## src/obstacle_aware_pd_steering_top_assert.svh

```systemverilog
// assertion macros for the obstacle-aware pd steering block
// the using module must have clk and rst_n (asynchronous, active low) in scope
`ifndef OBSTACLE_AWARE_PD_STEERING_TOP_ASSERT_SVH
`define OBSTACLE_AWARE_PD_STEERING_TOP_ASSERT_SVH

// consequence must hold in the same cycle as the antecedent
`define OAPDS_ASSERT_IMPLY(label, ante, cons, msg) \
    label: assert property (@(posedge clk) disable iff (!rst_n) (ante) |-> (cons)) \
        else $error(msg);

// consequence must hold in the cycle after the antecedent
`define OAPDS_ASSERT_NEXT(label, ante, cons, msg) \
    label: assert property (@(posedge clk) disable iff (!rst_n) (ante) |=> (cons)) \
        else $error(msg);

`endif

```

## src/oapds_pkg.sv

```systemverilog
// shared types, widths and constants of the obstacle-aware pd steering block
// no dependencies; imported by every module of the block
`timescale 1ns / 1ps

package oapds_pkg;

    // field and datapath widths
    localparam int AREA_W      = 18;
    localparam int X_W         = 10;
    localparam int GAIN_W      = 16;
    localparam int ERR_W       = 20;
    localparam int WALL_ERR_W  = 19;
    localparam int BLOB_ERR_W  = 11;
    localparam int MUL_A_W     = 18;
    localparam int MUL_B_W     = 30;
    localparam int ACC_W       = 48;
    localparam int WEIGHT_W    = 17;
    localparam int DIFF_W      = 12;
    localparam int ANGLE_W     = 7;
    localparam int PULSE_W     = 11;
    localparam int SPEED_W     = 8;
    localparam int MODE_W      = 2;
    localparam int CLEAR_W     = 4;

    // bus widths
    localparam int IN_TDATA_W  = 96;
    localparam int OUT_TDATA_W = 48;
    localparam int APB_ADDR_W  = 5;
    localparam int APB_DATA_W  = 32;

    // defaults of the top-level parameters
    localparam int HOLD_FRAMES_DEF     = 8;
    localparam int CENTER_ANGLE_DEF    = 90;
    localparam int RED_THRESHOLD_DEF   = 900;
    localparam int GREEN_THRESHOLD_DEF = 2200;

    // steering constants
    localparam int ANGLE_LOW   = 80;
    localparam int ANGLE_HIGH  = 110;
    localparam int FULL_SPEED  = 200;
    localparam int SPEED_DROP  = 60;
    localparam int WEIGHT_ONE  = 65536;
    localparam int WEIGHT_SPAN = 2500;
    localparam int WEIGHT_FRAC = 16;
    localparam int CLEAR_MAX   = 15;
    localparam int WALL_FRAC   = 16;
    localparam int AVOID_FRAC  = 32;

    // reciprocal of the weight span, 2^32 / 2500 rounded down
    localparam longint WEIGHT_RECIP = (64'sd1 <<< 32) / WEIGHT_SPAN;

    // servo pulse: base + angle * num / den
    localparam int PULSE_BASE = 500;
    localparam int PULSE_NUM  = 2500;
    localparam int PULSE_DEN  = 180;

    // register reset values
    localparam logic [GAIN_W-1:0] WALL_GAIN_P_RST  = 16'd459;
    localparam logic [GAIN_W-1:0] WALL_GAIN_D_RST  = 16'd1311;
    localparam logic [GAIN_W-1:0] RED_GAIN_P_RST   = 16'd26214;
    localparam logic [GAIN_W-1:0] RED_GAIN_D_RST   = 16'd9830;
    localparam logic [GAIN_W-1:0] GREEN_GAIN_P_RST = 16'd655;
    localparam logic [GAIN_W-1:0] GREEN_GAIN_D_RST = 16'd0;
    localparam logic [X_W-1:0]    RED_TARGET_RST   = 10'd60;
    localparam logic [X_W-1:0]    GREEN_TARGET_RST = 10'd584;

    // steering modes
    typedef enum logic [MODE_W-1:0] {
        MODE_WALL,
        MODE_RED,
        MODE_GREEN
    } steer_mode_t;

    // register indexes, byte address 4 * index
    typedef enum logic [2:0] {
        REG_WALL_GAIN_P,
        REG_WALL_GAIN_D,
        REG_RED_GAIN_P,
        REG_RED_GAIN_D,
        REG_GREEN_GAIN_P,
        REG_GREEN_GAIN_D,
        REG_RED_TARGET_X,
        REG_GREEN_TARGET_X
    } reg_index_t;

    // sequencer states
    typedef enum logic [3:0] {
        S_IDLE,
        S_DECIDE,
        S_MUL_P,
        S_MUL_D,
        S_ADD_D,
        S_W_EST,
        S_W_BACK,
        S_W_FIX,
        S_MUL_W,
        S_MUL_S,
        S_SPEED,
        S_CLAMP,
        S_DONE
    } seq_state_t;

    typedef struct packed {
        logic [GAIN_W-1:0] wall_gain_p;
        logic [GAIN_W-1:0] wall_gain_d;
        logic [GAIN_W-1:0] red_gain_p;
        logic [GAIN_W-1:0] red_gain_d;
        logic [GAIN_W-1:0] green_gain_p;
        logic [GAIN_W-1:0] green_gain_d;
        logic [X_W-1:0]    red_target_x;
        logic [X_W-1:0]    green_target_x;
    } cfg_t;

    typedef struct packed {
        logic [AREA_W-1:0] left_wall_area;
        logic [AREA_W-1:0] right_wall_area;
        logic [AREA_W-1:0] red_area;
        logic [X_W-1:0]    red_x;
        logic [AREA_W-1:0] green_area;
        logic [X_W-1:0]    green_x;
    } in_item_t;

    typedef struct packed {
        steer_mode_t         mode;
        logic [ANGLE_W-1:0]  angle;
        logic [SPEED_W-1:0]  speed;
        logic [WEIGHT_W-1:0] weight;
    } res_t;

    // operands of the shared multiplier, both taken as signed
    typedef struct packed {
        logic [MUL_A_W-1:0] a;
        logic [MUL_B_W-1:0] b;
    } mul_op_t;

endpackage

```

## src/obstacle_aware_pd_steering_top.sv

```systemverilog
// Obstacle-aware PD steering. Each input request carries one camera frame's wall
// areas and largest red and green blobs; each produces exactly one command with
// mode, servo angle (80..110), servo pulse, motor speed and proximity weight.
// Each request runs as a sequence of products through the single shared
// multiplier: two for the PD terms in both modes and, in avoid mode only, two
// for the weight division by reciprocal and two for weighting and speed. The
// next request can be accepted in the cycle after the result is taken. One
// request is processed at a time: s_axis_tready is high only while the sequencer
// is idle, and a result waiting in the output register holds the sequencer until
// it is taken.
// Gains and targets are written over the APB port; the user must write them only
// while no request is in work, which the block itself does not enforce.
// depends on oapds_pkg, oapds_cfg, oapds_mul, oapds_seq
`timescale 1ns / 1ps

module obstacle_aware_pd_steering_top
    import oapds_pkg::*;
#(
    parameter int HOLD_FRAMES     = HOLD_FRAMES_DEF,
    parameter int CENTER_ANGLE    = CENTER_ANGLE_DEF,
    parameter int RED_THRESHOLD   = RED_THRESHOLD_DEF,
    parameter int GREEN_THRESHOLD = GREEN_THRESHOLD_DEF
)(
    input  logic                   clk,
    input  logic                   rst_n,
    input  logic                   s_axis_tvalid,
    output logic                   s_axis_tready,
    // left_wall_area, right_wall_area, red_area, red_x, green_area, green_x
    input  logic [IN_TDATA_W-1:0]  s_axis_tdata,
    output logic                   m_axis_tvalid,
    input  logic                   m_axis_tready,
    // steer_mode, steer_angle, servo_pulse_us, motor_speed, proximity_weight
    output logic [OUT_TDATA_W-1:0] m_axis_tdata,
    input  logic                   psel,
    input  logic                   penable,
    input  logic                   pwrite,
    input  logic [APB_ADDR_W-1:0]  paddr,
    input  logic [APB_DATA_W-1:0]  pwdata,
    output logic [APB_DATA_W-1:0]  prdata,
    output logic                   pready
);

    localparam int PULSE_ENTRIES = 2 ** 5;
    localparam int PAD_W = OUT_TDATA_W - (MODE_W + ANGLE_W + PULSE_W + SPEED_W + WEIGHT_W);

    cfg_t                    cfg;
    in_item_t                item;
    res_t                    res;
    logic                    res_valid;
    logic                    res_ready;
    mul_op_t                 mul_op;
    logic signed [ACC_W-1:0] mul_prod;
    logic [PULSE_W-1:0]      pulse_tab [PULSE_ENTRIES];
    logic [4:0]              pulse_idx;
    logic [PULSE_W-1:0]      pulse;
    logic                    out_valid_reg, out_valid_next;
    logic [OUT_TDATA_W-1:0]  out_data_reg;

    // input unpacking, first field in the lowest bits
    assign item.left_wall_area  = s_axis_tdata[17:0];
    assign item.right_wall_area = s_axis_tdata[35:18];
    assign item.red_area        = s_axis_tdata[53:36];
    assign item.red_x           = s_axis_tdata[63:54];
    assign item.green_area      = s_axis_tdata[81:64];
    assign item.green_x         = s_axis_tdata[91:82];

    oapds_cfg u_cfg (
        .clk     (clk),
        .rst_n   (rst_n),
        .psel    (psel),
        .penable (penable),
        .pwrite  (pwrite),
        .paddr   (paddr),
        .pwdata  (pwdata),
        .prdata  (prdata),
        .pready  (pready),
        .cfg     (cfg)
    );

    oapds_mul u_mul (
        .clk  (clk),
        .op   (mul_op),
        .prod (mul_prod)
    );

    oapds_seq #(
        .HOLD_FRAMES     (HOLD_FRAMES),
        .CENTER_ANGLE    (CENTER_ANGLE),
        .RED_THRESHOLD   (RED_THRESHOLD),
        .GREEN_THRESHOLD (GREEN_THRESHOLD)
    ) u_seq (
        .clk       (clk),
        .rst_n     (rst_n),
        .cfg       (cfg),
        .in_valid  (s_axis_tvalid),
        .in_ready  (s_axis_tready),
        .in_item   (item),
        .res_valid (res_valid),
        .res_ready (res_ready),
        .res       (res),
        .mul_op    (mul_op),
        .mul_prod  (mul_prod)
    );

    // servo pulse table indexed by angle above the lower clamp
    for (genvar g = 0; g < PULSE_ENTRIES; g++)
    begin : g_pulse
        assign pulse_tab[g] = PULSE_W'(PULSE_BASE + ((ANGLE_LOW + g) * PULSE_NUM) / PULSE_DEN);
    end

    assign pulse_idx = 5'(res.angle - ANGLE_W'(ANGLE_LOW));
    assign pulse     = pulse_tab[pulse_idx];

    // output register
    assign res_ready = !out_valid_reg || m_axis_tready;

    always_comb
    begin
        priority if (res_valid && res_ready)
            out_valid_next = 1'b1;
        else if (m_axis_tready)
            out_valid_next = 1'b0;
        else
            out_valid_next = out_valid_reg;
    end

    always_ff @(posedge clk or negedge rst_n)
    begin
        if (!rst_n)
            out_valid_reg <= 1'b0;
        else
            out_valid_reg <= out_valid_next;
    end

    always_ff @(posedge clk)
    begin
        if (res_valid && res_ready)
            out_data_reg <= {PAD_W'(0), res.weight, res.speed, pulse, res.angle, res.mode};
    end

    assign m_axis_tvalid = out_valid_reg;
    assign m_axis_tdata  = out_data_reg;

endmodule

```

## src/oapds_cfg.sv

```systemverilog
// apb register file holding the loop gains and blob targets
// depends on oapds_pkg
`timescale 1ns / 1ps

module oapds_cfg
    import oapds_pkg::*;
(
    input  logic                  clk,
    input  logic                  rst_n,
    input  logic                  psel,
    input  logic                  penable,
    input  logic                  pwrite,
    input  logic [APB_ADDR_W-1:0] paddr,
    input  logic [APB_DATA_W-1:0] pwdata,
    output logic [APB_DATA_W-1:0] prdata,
    output logic                  pready,
    output cfg_t                  cfg
);

    cfg_t       cfg_reg;
    reg_index_t index;
    logic       wr_en;

    assign pready = 1'b1;
    assign index  = reg_index_t'(paddr[APB_ADDR_W-1:2]);
    assign wr_en  = psel & penable & pwrite & pready;
    assign cfg    = cfg_reg;

    // register writes
    always_ff @(posedge clk or negedge rst_n)
    begin
        if (!rst_n)
        begin
            cfg_reg.wall_gain_p    <= WALL_GAIN_P_RST;
            cfg_reg.wall_gain_d    <= WALL_GAIN_D_RST;
            cfg_reg.red_gain_p     <= RED_GAIN_P_RST;
            cfg_reg.red_gain_d     <= RED_GAIN_D_RST;
            cfg_reg.green_gain_p   <= GREEN_GAIN_P_RST;
            cfg_reg.green_gain_d   <= GREEN_GAIN_D_RST;
            cfg_reg.red_target_x   <= RED_TARGET_RST;
            cfg_reg.green_target_x <= GREEN_TARGET_RST;
        end
        else if (wr_en)
        begin
            unique case (index)
                REG_WALL_GAIN_P:    cfg_reg.wall_gain_p    <= pwdata[GAIN_W-1:0];
                REG_WALL_GAIN_D:    cfg_reg.wall_gain_d    <= pwdata[GAIN_W-1:0];
                REG_RED_GAIN_P:     cfg_reg.red_gain_p     <= pwdata[GAIN_W-1:0];
                REG_RED_GAIN_D:     cfg_reg.red_gain_d     <= pwdata[GAIN_W-1:0];
                REG_GREEN_GAIN_P:   cfg_reg.green_gain_p   <= pwdata[GAIN_W-1:0];
                REG_GREEN_GAIN_D:   cfg_reg.green_gain_d   <= pwdata[GAIN_W-1:0];
                REG_RED_TARGET_X:   cfg_reg.red_target_x   <= pwdata[X_W-1:0];
                REG_GREEN_TARGET_X: cfg_reg.green_target_x <= pwdata[X_W-1:0];
            endcase
        end
    end

    // register reads
    always_comb
    begin
        unique case (index)
            REG_WALL_GAIN_P:    prdata = APB_DATA_W'(cfg_reg.wall_gain_p);
            REG_WALL_GAIN_D:    prdata = APB_DATA_W'(cfg_reg.wall_gain_d);
            REG_RED_GAIN_P:     prdata = APB_DATA_W'(cfg_reg.red_gain_p);
            REG_RED_GAIN_D:     prdata = APB_DATA_W'(cfg_reg.red_gain_d);
            REG_GREEN_GAIN_P:   prdata = APB_DATA_W'(cfg_reg.green_gain_p);
            REG_GREEN_GAIN_D:   prdata = APB_DATA_W'(cfg_reg.green_gain_d);
            REG_RED_TARGET_X:   prdata = APB_DATA_W'(cfg_reg.red_target_x);
            REG_GREEN_TARGET_X: prdata = APB_DATA_W'(cfg_reg.green_target_x);
        endcase
    end

endmodule

```

## src/oapds_mul.sv

```systemverilog
// shared signed multiplier with a registered product
// depends on oapds_pkg
`timescale 1ns / 1ps

module oapds_mul
    import oapds_pkg::*;
(
    input  logic                    clk,
    input  mul_op_t                 op,
    output logic signed [ACC_W-1:0] prod
);

    logic signed [MUL_A_W-1:0] a_s;
    logic signed [MUL_B_W-1:0] b_s;
    logic signed [ACC_W-1:0]   prod_reg;

    assign a_s  = op.a;
    assign b_s  = op.b;
    assign prod = prod_reg;

    // one product per cycle, registered
    always_ff @(posedge clk)
    begin
        prod_reg <= a_s * b_s;
    end

endmodule

```

## src/oapds_seq.sv

```systemverilog
// sequencer and datapath: obstacle decision, pd loops, weight, speed and clamp
// depends on oapds_pkg, drives the shared multiplier oapds_mul
`timescale 1ns / 1ps
`include "obstacle_aware_pd_steering_top_assert.svh"

module oapds_seq
    import oapds_pkg::*;
#(
    parameter int HOLD_FRAMES     = HOLD_FRAMES_DEF,
    parameter int CENTER_ANGLE    = CENTER_ANGLE_DEF,
    parameter int RED_THRESHOLD   = RED_THRESHOLD_DEF,
    parameter int GREEN_THRESHOLD = GREEN_THRESHOLD_DEF
)(
    input  logic                    clk,
    input  logic                    rst_n,
    input  cfg_t                    cfg,
    input  logic                    in_valid,
    output logic                    in_ready,
    input  in_item_t                in_item,
    output logic                    res_valid,
    input  logic                    res_ready,
    output res_t                    res,
    output mul_op_t                 mul_op,
    input  logic signed [ACC_W-1:0] mul_prod
);

    localparam int REM_W = DIFF_W + WEIGHT_FRAC + 1;

    localparam logic [CLEAR_W-1:0]  HOLD      = CLEAR_W'(HOLD_FRAMES);
    localparam logic [CLEAR_W-1:0]  CLEAR_TOP = CLEAR_W'(CLEAR_MAX);
    localparam logic [AREA_W-1:0]   RED_THR   = AREA_W'(RED_THRESHOLD);
    localparam logic [AREA_W-1:0]   GREEN_THR = AREA_W'(GREEN_THRESHOLD);
    localparam logic [AREA_W-1:0]   SPAN_AREA = AREA_W'(WEIGHT_SPAN);
    localparam logic [REM_W-1:0]    SPAN_REM  = REM_W'(WEIGHT_SPAN);
    localparam logic [MUL_B_W-1:0]  RECIP_B   = MUL_B_W'(WEIGHT_RECIP);
    localparam logic [MUL_B_W-1:0]  SPAN_B    = MUL_B_W'(WEIGHT_SPAN);
    localparam logic [MUL_B_W-1:0]  DROP_B    = MUL_B_W'(SPEED_DROP);
    localparam logic [WEIGHT_W-1:0] W_MAX     = WEIGHT_W'(WEIGHT_ONE);
    localparam logic [SPEED_W-1:0]  FULL      = SPEED_W'(FULL_SPEED);
    localparam logic [SPEED_W-1:0]  SLOWEST   = SPEED_W'(FULL_SPEED - SPEED_DROP);
    localparam logic [ANGLE_W-1:0]  A_LOW     = ANGLE_W'(ANGLE_LOW);
    localparam logic [ANGLE_W-1:0]  A_HIGH    = ANGLE_W'(ANGLE_HIGH);

    localparam logic signed [ACC_W-1:0] WALL_BASE  = ACC_W'(CENTER_ANGLE) <<< WALL_FRAC;
    localparam logic signed [ACC_W-1:0] AVOID_BASE = ACC_W'(CENTER_ANGLE) <<< AVOID_FRAC;
    localparam logic signed [ACC_W-1:0] LO_WALL    = ACC_W'(ANGLE_LOW) <<< WALL_FRAC;
    localparam logic signed [ACC_W-1:0] HI_WALL    = ACC_W'(ANGLE_HIGH) <<< WALL_FRAC;
    localparam logic signed [ACC_W-1:0] LO_AVOID   = ACC_W'(ANGLE_LOW) <<< AVOID_FRAC;
    localparam logic signed [ACC_W-1:0] HI_AVOID   = ACC_W'(ANGLE_HIGH) <<< AVOID_FRAC;

    // control state
    seq_state_t                     state_reg, state_next;
    logic                           avoid_reg, avoid_next;
    logic                           red_latch_reg, red_latch_next;
    logic [CLEAR_W-1:0]             clear_reg, clear_next;
    logic signed [WALL_ERR_W-1:0]   prev_wall_reg;
    logic signed [BLOB_ERR_W-1:0]   prev_red_reg;
    logic signed [BLOB_ERR_W-1:0]   prev_green_reg;

    // payload
    in_item_t                       item_reg;
    steer_mode_t                    mode_reg;
    logic signed [ERR_W-1:0]        err_reg;
    logic signed [ERR_W-1:0]        der_reg;
    logic [GAIN_W-1:0]              gain_p_reg;
    logic [GAIN_W-1:0]              gain_d_reg;
    logic [DIFF_W-1:0]              diff_reg;
    logic                           sat_reg;
    logic signed [ACC_W-1:0]        acc_reg;
    logic [WEIGHT_W-1:0]            q_reg;
    logic [WEIGHT_W-1:0]            weight_reg;
    logic [SPEED_W-1:0]             speed_reg;
    logic [ANGLE_W-1:0]             angle_reg;

    // decision and error terms
    logic                           red_seen;
    logic                           green_seen;
    logic                           seen;
    logic signed [WALL_ERR_W-1:0]   wall_err;
    logic signed [ERR_W-1:0]        wall_der;
    logic signed [BLOB_ERR_W-1:0]   red_err;
    logic signed [BLOB_ERR_W:0]     red_der;
    logic signed [BLOB_ERR_W-1:0]   green_err;
    logic signed [BLOB_ERR_W:0]     green_der;
    logic [AREA_W-1:0]              area_sel;
    logic [AREA_W-1:0]              thr_sel;
    logic [AREA_W-1:0]              diff_full;
    logic                           above;
    logic [REM_W-1:0]               rem;
    logic signed [ACC_W-1:0]        lo_sel;
    logic signed [ACC_W-1:0]        hi_sel;
    logic [ANGLE_W-1:0]             angle_int;
    logic [ANGLE_W-1:0]             angle_clamped;

    // obstacle detection and hold counter
    always_comb
    begin
        red_seen   = (item_reg.red_area > RED_THR) && (item_reg.red_area > item_reg.green_area);
        green_seen = (item_reg.green_area > GREEN_THR) &&
                     (item_reg.green_area > item_reg.red_area);
        seen       = red_seen | green_seen;

        if (seen)
            clear_next = '0;
        else if (clear_reg < CLEAR_TOP)
            clear_next = clear_reg + CLEAR_W'(1);
        else
            clear_next = clear_reg;

        avoid_next = seen | avoid_reg;
        if (clear_next >= HOLD)
            avoid_next = 1'b0;
        red_latch_next = seen ? red_seen : red_latch_reg;
    end

    // error and derivative of each loop
    always_comb
    begin
        wall_err  = {1'b0, item_reg.left_wall_area} - {1'b0, item_reg.right_wall_area};
        wall_der  = ERR_W'(wall_err) - ERR_W'(prev_wall_reg);
        red_err   = {1'b0, item_reg.red_x} - {1'b0, cfg.red_target_x};
        red_der   = (BLOB_ERR_W + 1)'(red_err) - (BLOB_ERR_W + 1)'(prev_red_reg);
        green_err = {1'b0, item_reg.green_x} - {1'b0, cfg.green_target_x};
        green_der = (BLOB_ERR_W + 1)'(green_err) - (BLOB_ERR_W + 1)'(prev_green_reg);

        area_sel  = red_latch_next ? item_reg.red_area : item_reg.green_area;
        thr_sel   = red_latch_next ? RED_THR : GREEN_THR;
        above     = area_sel > thr_sel;
        diff_full = area_sel - thr_sel;
    end

    // remainder check of the reciprocal weight estimate
    assign rem = REM_W'({diff_reg, WEIGHT_FRAC'(0)}) - mul_prod[REM_W-1:0];

    // angle clamp and truncation
    always_comb
    begin
        if (mode_reg == MODE_WALL)
        begin
            lo_sel    = LO_WALL;
            hi_sel    = HI_WALL;
            angle_int = acc_reg[WALL_FRAC +: ANGLE_W];
        end
        else
        begin
            lo_sel    = LO_AVOID;
            hi_sel    = HI_AVOID;
            angle_int = acc_reg[AVOID_FRAC +: ANGLE_W];
        end
        priority if (acc_reg < lo_sel)
            angle_clamped = A_LOW;
        else if (acc_reg > hi_sel)
            angle_clamped = A_HIGH;
        else
            angle_clamped = angle_int;
    end

    // state register
    always_ff @(posedge clk or negedge rst_n)
    begin
        if (!rst_n)
            state_reg <= S_IDLE;
        else
            state_reg <= state_next;
    end

    // next state and multiplier operands
    always_comb
    begin
        state_next = state_reg;
        mul_op.a   = '0;
        mul_op.b   = '0;
        unique case (state_reg)
            S_IDLE:
            begin
                if (in_valid)
                    state_next = S_DECIDE;
            end
            S_DECIDE:
            begin
                state_next = S_MUL_P;
            end
            S_MUL_P:
            begin
                mul_op.a   = MUL_A_W'(gain_p_reg);
                mul_op.b   = MUL_B_W'(err_reg);
                state_next = S_MUL_D;
            end
            S_MUL_D:
            begin
                mul_op.a   = MUL_A_W'(gain_d_reg);
                mul_op.b   = MUL_B_W'(der_reg);
                state_next = S_ADD_D;
            end
            S_ADD_D:
            begin
                state_next = (mode_reg == MODE_WALL) ? S_CLAMP : S_W_EST;
            end
            S_W_EST:
            begin
                mul_op.a   = MUL_A_W'(diff_reg);
                mul_op.b   = RECIP_B;
                state_next = S_W_BACK;
            end
            S_W_BACK:
            begin
                mul_op.a   = MUL_A_W'(mul_prod[WEIGHT_FRAC +: WEIGHT_W]);
                mul_op.b   = SPAN_B;
                state_next = S_W_FIX;
            end
            S_W_FIX:
            begin
                state_next = S_MUL_W;
            end
            S_MUL_W:
            begin
                mul_op.a   = MUL_A_W'(weight_reg);
                mul_op.b   = acc_reg[MUL_B_W-1:0];
                state_next = S_MUL_S;
            end
            S_MUL_S:
            begin
                mul_op.a   = MUL_A_W'(weight_reg);
                mul_op.b   = DROP_B;
                state_next = S_SPEED;
            end
            S_SPEED:
            begin
                state_next = S_CLAMP;
            end
            S_CLAMP:
            begin
                state_next = S_DONE;
            end
            S_DONE:
            begin
                if (res_ready)
                    state_next = S_IDLE;
            end
            default:
            begin
                state_next = S_IDLE;
            end
        endcase
    end

    // loop state, updated once per frame
    always_ff @(posedge clk or negedge rst_n)
    begin
        if (!rst_n)
        begin
            avoid_reg      <= 1'b0;
            red_latch_reg  <= 1'b0;
            clear_reg      <= '0;
            prev_wall_reg  <= '0;
            prev_red_reg   <= '0;
            prev_green_reg <= '0;
        end
        else if (state_reg == S_DECIDE)
        begin
            avoid_reg     <= avoid_next;
            red_latch_reg <= red_latch_next;
            clear_reg     <= clear_next;
            if (!avoid_next)
                prev_wall_reg <= wall_err;
            else if (red_latch_next)
                prev_red_reg <= red_err;
            else
                prev_green_reg <= green_err;
        end
    end

    // datapath registers
    always_ff @(posedge clk)
    begin
        unique case (state_reg)
            S_IDLE:
            begin
                if (in_valid)
                    item_reg <= in_item;
            end
            S_DECIDE:
            begin
                weight_reg <= '0;
                speed_reg  <= FULL;
                sat_reg    <= above && (diff_full >= SPAN_AREA);
                diff_reg   <= above ? diff_full[DIFF_W-1:0] : '0;
                if (!avoid_next)
                begin
                    mode_reg   <= MODE_WALL;
                    err_reg    <= ERR_W'(wall_err);
                    der_reg    <= wall_der;
                    gain_p_reg <= cfg.wall_gain_p;
                    gain_d_reg <= cfg.wall_gain_d;
                    acc_reg    <= WALL_BASE;
                end
                else if (red_latch_next)
                begin
                    mode_reg   <= MODE_RED;
                    err_reg    <= ERR_W'(red_err);
                    der_reg    <= ERR_W'(red_der);
                    gain_p_reg <= cfg.red_gain_p;
                    gain_d_reg <= cfg.red_gain_d;
                    acc_reg    <= '0;
                end
                else
                begin
                    mode_reg   <= MODE_GREEN;
                    err_reg    <= ERR_W'(green_err);
                    der_reg    <= ERR_W'(green_der);
                    gain_p_reg <= cfg.green_gain_p;
                    gain_d_reg <= cfg.green_gain_d;
                    acc_reg    <= '0;
                end
            end
            S_MUL_D, S_ADD_D:
            begin
                acc_reg <= acc_reg + mul_prod;
            end
            S_W_BACK:
            begin
                q_reg <= mul_prod[WEIGHT_FRAC +: WEIGHT_W];
            end
            S_W_FIX:
            begin
                if (sat_reg)
                    weight_reg <= W_MAX;
                else
                    weight_reg <= q_reg + WEIGHT_W'(rem >= SPAN_REM);
            end
            S_MUL_S:
            begin
                acc_reg <= AVOID_BASE + mul_prod;
            end
            S_SPEED:
            begin
                speed_reg <= FULL - mul_prod[WEIGHT_FRAC +: SPEED_W];
            end
            S_CLAMP:
            begin
                angle_reg <= angle_clamped;
            end
            default:
            begin
            end
        endcase
    end

    assign in_ready   = (state_reg == S_IDLE);
    assign res_valid  = (state_reg == S_DONE);
    assign res.mode   = mode_reg;
    assign res.angle  = angle_reg;
    assign res.speed  = speed_reg;
    assign res.weight = weight_reg;

    // checks
    `OAPDS_ASSERT_NEXT(a_accept_starts, in_valid && in_ready, state_reg == S_DECIDE, "accepted request did not start the decision step")
    `OAPDS_ASSERT_IMPLY(a_hold_leaves_avoid, clear_reg >= HOLD, !avoid_reg, "avoid mode kept past the hold count")
    `OAPDS_ASSERT_IMPLY(a_angle_range, res_valid, (angle_reg >= A_LOW) && (angle_reg <= A_HIGH), "angle outside the clamp range")
    `OAPDS_ASSERT_IMPLY(a_wall_full_speed, res_valid && (mode_reg == MODE_WALL), (weight_reg == '0) && (speed_reg == FULL), "wall mode with weight or slowdown")
    `OAPDS_ASSERT_IMPLY(a_weight_cap, res_valid, (weight_reg <= W_MAX) && (speed_reg >= SLOWEST), "weight or speed out of range")

endmodule

```

## config.mk

```make
export PLATFORM = sky130hd
export DESIGN_NAME = obstacle_aware_pd_steering_top
export DESIGN_NICKNAME = d
export VERILOG_FILES = /design/src/oapds_pkg.sv /design/src/obstacle_aware_pd_steering_top.sv /design/src/oapds_cfg.sv /design/src/oapds_mul.sv /design/src/oapds_seq.sv
export VERILOG_INCLUDE_DIRS = /design/src /design/src/src
export SDC_FILE = /design/constraint.sdc
export NUM_CORES = 2
export LEC_CHECK = 0
export BUFFER_PORTS_ARGS = -buffer_cell sky130_fd_sc_hd__buf_4
export CAP_MARGIN = 15
export CORE_MARGIN = 4
export CORE_UTILIZATION = 30
export CTS_CLUSTER_SIZE = 20
export DETAILED_ROUTE_END_ITERATION = 10
export GPL_TIMING_DRIVEN = 0
export PLACE_DENSITY = 0.53
export SYNTH_ARGS = -nofsm -noshare
export SYNTH_HDL_FRONTEND = slang
export SYNTH_SLANG_ARGS = --single-unit
```

## constraint.sdc

```tcl
create_clock -name clk -period 12.12 [get_ports clk]
set_input_delay 1.818 -clock clk [delete_from_list [all_inputs] [get_ports clk]]
set_output_delay 1.818 -clock clk [all_outputs]
set_load 0.005 [all_outputs]
```

-- Word-level counts from Yosys, hierarchy flattened
Memory sizes are Yosys's and may differ from the RTL's. A register that Yosys moved wholly into a read port is not among the register bits.
Cells that the tools add are included.
- register bits after elaboration: 537
- input port bits: 140
- output and inout port bits: 83
- memory bits (read-only): 352
- logic and storage cells: 155
- memories kept: 1
- equal/unequal tests: 21
- $add $sub $neg: 14
- order comparisons: 12
- multiplexer cells: 34
- reductions and logical operators: 28
- bitwise operators: 7
- $mul: 1
- memories (memory ; words ; bits a word ; read ports ; clocked after Yosys merged registers in ; write ports ; line ; source):
    (name not given) ; 32 ; 11 ; 1 ; 1 ; 0 ; obstacle_aware_pd_steering_top.sv:112 ; assign pulse = pulse_tab[pulse_idx];
- operator list (cell ; count):
    case mux 47 bit (6 select lines) ; 1
    case mux 32 bit (8 select lines) ; 1
    case mux 48 bit (3 select lines) ; 1
    two-way mux 20 bit ; 4
    two-way mux 39 bit ; 2
    two-way mux 16 bit ; 4
    > comparator 18 bit ; 3
    case mux 4 bit (13 select lines) ; 1
    adder 40 x 48 -> 48 bit, first input constant ; 1
    adder 48 bit ; 1
    > comparator 48 x 40 -> 1 bit ; 1
    less-than comparator 48 x 40 -> 1 bit ; 1
    multiplier 18 x 30 -> 48 bit ; 1
    case mux 17 bit (2 select lines) ; 1
    greater-or-equal comparator 29 x 12 -> 1 bit, second input constant ; 1
    subtractor 28 x 29 -> 29 bit ; 1
    subtractor 11 x 11 -> 12 bit ; 2
    two-way mux 23 bit ; 1
    two-way mux 11 bit ; 2
    AND reduction 2 bit ; 11
    subtractor 10 x 10 -> 11 bit ; 2
    == test 4 bit, second input constant ; 5
    two-way mux 4 bit ; 5
    subtractor 19 x 19 -> 20 bit ; 1
    other kinds (42) ; 63

-- Depth between registers and ports, before layout
- depth in word-level cells: 8
- depth in mapped cells: 33
- gate-level depth less buffers: 30

-- Hierarchy
A second synthesis with hierarchy kept.
- cells, all modules: 5080
- area, all modules: 49384.9 sq um
- modules (own cells, without submodules) (module ; cells each ; times used ; area each (sq um)):
    oapds_seq ; 2356 ; 1 ; 22201.3
    oapds_mul ; 2171 ; 1 ; 19707.7
    oapds_cfg ; 425 ; 1 ; 5541.6
    obstacle_aware_pd_steering_top ; 128 ; 1 ; 1934.4

-- Least setup slack after synthesis
No wires, ideal clock.
- path type: reg-to-reg
- start point: register u_seq.state_reg[3]
- end point: register u_mul.prod_reg[44], in the netlist u_mul.prod[44]
- arrival: 7936 ps
- path slack: 4060 ps
- stages on the path, launching flop included: 31
- path buffers: 4
- required time: 11997 ps
- cell sequence: dfrtp_1 -> clkbuf_1 -> nand2b_1 -> clkbuf_1 -> nor2_1 -> clkbuf_1 -> nand2_1 -> nand4_1 -> clkbuf_1 -> nand2_1 -> fa_1 -> inv_1 -> fa_1 -> fa_1 -> fa_1 -> fa_1 -> inv_1 -> fa_1 -> inv_1 -> ha_1 -> a21o_1 -> a21o_1 -> a21o_1 -> a21oi_1 -> nor2b_1 -> or3_1 -> o221ai_1 -> a21oi_1 -> a2111oi_0 -> o21bai_1 -> xor2_1
- longest elaborated chain between the ends: 3
- elaborated cells on any way between the ends: 8
- those cells by class: 1 x mul; 6 x eq/ne; 1 x mux
- RTL lines (element ; line ; source):
    start, declared ; oapds_seq.sv:52 ; seq_state_t state_reg, state_next;
    start signal, assigned ; oapds_seq.sv:164 ; state_reg <= state_next;
    == test 4 bit (tied with other cells) ; oapds_seq.sv:173 ; unique case (state_reg)
    case mux 47 bit (6 select lines) * ; oapds_seq.sv:173 ;
    multiplier 18 x 30 -> 48 bit * ; oapds_mul.sv:24 ; prod_reg <= a_s * b_s;
    end signal, assigned ; oapds_mul.sv:24 ;
    end, declared ; oapds_mul.sv:15 ; logic signed [ACC_W-1:0] prod_reg;
Every way passes the cells marked *; elsewhere a longest branch is shown, timed or not.
A chain may end at the register's enable or synchronous reset.

-- Worst setup path after layout
- start point: register u_seq.state_reg[0]
- end point: register u_mul.prod_reg[47], in the netlist u_mul.prod[47]
The elaborated chain is that of the path after synthesis.

==> reports/metrics.cfg <==
[cells_and_area]
layout-drive-gt1-share_pct=10.4
diodes=0
fin_nets=6088
synthToLayoutAreaGrowth_pct=13.1
largest_reg_flops=116

[cts]
clock_sinks=534
cts.path.max_buffers=3
cts_resized=0
cts_root_buf=clkbuf_16
holdBufCountCts=0
cts_setup_buffers=0
numCtsBuffers=56
clk_latency_ns=0.66
clkTransAtPathRegs_ns=0.07
cts_tree=yes
htree_levels=2

[setup_path]
cp_max_fo=10
path_class=flip-flop to flip-flop
critPathTopFamily=adder cells
r2r_cells=30
worst-path-stages=30
cp-end-kind=flip-flop
critical-path-max-stage-delay_ns=0.82
critPathRequiredTime_ns=12.59
arrival_ns=11.47
crit_buf_inv=7
critPathLaunchType=flip-flop
crit_top_cell=fa_1
slowest_stage=clkbuf_1

[global_route]
antenna_found_initial=1
grt_max_degree=87
grt_use_total_pct=19.0
grt_overflow_total=0
grt_pass1_vias=37000
grt_pass1_wl_mm=235

[die]
core_um2=157000
chipWidth_um=405
boundaryPins=223
initial_utilization_pct=30.2
dieArea_um2=164000
fp.dieH_um=405
num_rows=145

[synth]
syn_inst=4887
synth_commonest_cells=inv_1, nand2_1, fa_1
yosysWarnings=0
synth_seq_cells=534
synth_most_common_cell=inv_1
ys_types=90
synth_edf_count=318
async_flop_share_pct=31.5
yosysSeqAreaShare_pct=31.2
ys_top_cells_by_area=fa_1, edfxtp_1, ha_1
syn_area_um2=47300
synth_area_per_cell_um2=9.69
yosysTopAreaCell=fa_1
synth_top_area_share_pct=21.1
synth-main-ff-cell=edfxtp_1

[hold_path]
hold_depth=0
min_path_type=flip-flop to flip-flop

[sta]
tns_ns=0
rsz0062_at_grt=false
setup_viol=0
final_hold_viol_count=0
finalCriticalPeriod_ns=11.00
worst_pin_slew_ns=1.23
slew_headroom_pct=18.3
skew_ns=0.0651
fmax_mhz=90.9
fin_crit_sh_pct=90.8
maxSlewViolCount=0

[placed_design]
hpwl_mm=127
gp_congestion=0.934
io_buffers=177

[detailed_routing]
routed_wirelength_mm=157
drc_errors=0
via_count=36300
drtPass1Iterations=8
avgViaCountPerCell=5.00
ant_nets=0
drt_iter0_drc=2912
wl_per_cell_um=21.7

[status]
status=complete, no violations

[run]
max-cap-violations=0

cell families after synthesis:
logic type / Yosys count / share of synthesized area [%]
AND/OR/NAND/NOR: 1399 / 12.9
adder cells (fa/ha/maj): 796 / 28.9
XOR/XNOR: 175 / 3.24
other: 2 / 0.0159
multiplexers: 208 / 5.04
AO/OA/AOI/OAI: 806 / 10.8
buffers and inverters: 967 / 7.94
flip-flops: 534 / 31.2
per-layer routing:
| layer | share of wire (%) | GRT usage, % | routed length [µm] | up-vias |
|---|---|---|---|---|
| li1 | - | - | - | 16700 |
| met1 | 43 | 25.4 | 67300 | 18100 |
| met2 | 46 | 31.0 | 72900 | 1289 |
| met3 | 7.0 | 3.22 | 10900 | 230 |
| met4 | 3.9 | 6.63 | 6130 | 2 |
| met5 | 0.0070 | 0 | 11 | - |
metrics by stage:
step / instances / utilization, % / hold WS (ns) / instance area, µm² / setup WS, ns
finish: 7258 / 34.2 / 0.421 / 53500 / 1.12
global route: 7258 / 34.2 / 0.433 / 53500 / 0.562
CTS: 7258 / 34.2 / 0.423 / 53500 / 1.09
detailed placement: 7152 / 32.9 / 0.405 / 51500 / 1.24
global placement: 7142 / 32.8 / 0.405 / 51300 / 0.953
floorplan: 4907 / - / 0.400 / 47400 / 4.06
cell type report:
type                       instances  area (µm²)
fill                           16100      103000
multi-input combinational       3406       28900
sequential                       534       14800
inverter                         766        2880
tap                             2058        2570
timing repair buffer             187        1490
clock buffer                      67        1480
buffer                           201         881
clock inverter                    39         510
layout by cell type (no fill, tap or decap), types with 17 or more instances in the layout:
cell type	synthesis	layout
clkbuf_1	154	161
edfxtp_1	318	318
mux2i_1	66	66
dfrtp_1	127	127
and3_1	27	27
o22ai_1	26	26
ha_1	298	298
a31oi_1	30	30
fa_1	498	498
conb_1	2	22
dfxtp_1	48	48
mux2_2	131	131
o21ai_0	237	237
buf_4	23	203
xor2_1	76	76
nor2_1	443	443
a21o_1	68	68
clkbuf_16	0	57
inv_1	764	763
nand4_1	34	34
or3_1	23	23
nand2_1	597	597
dfstp_2	41	41
nor2b_1	34	33
nor3_1	52	51
and2_1	19	18
a21boi_0	17	17
xnor2_1	99	99
nand3_1	71	70
o21bai_1	21	21
a22oi_1	21	21
nand2b_1	33	33
a21oi_1	210	210
final timing paths:
check	from	end	slack (ns)
setup / recovery	u_seq.state_reg[0]	u_mul.prod[47]	1.12
hold / removal	u_seq.speed_reg[0]	m_axis_tdata[20]	0.42
setup reg to reg	u_seq.state_reg[0]	u_mul.prod[47]	1.12
hold reg to reg	u_seq.speed_reg[0]	m_axis_tdata[20]	0.42
max in group asynchronous	rst_n	u_cfg.cfg[58]	10.00
min in group asynchronous	rst_n	u_seq.prev_wall_reg[0]	1.19
Power is not shown: default switching activity piles up to over one toggle a cycle in this logic, so the estimate is an artifact.
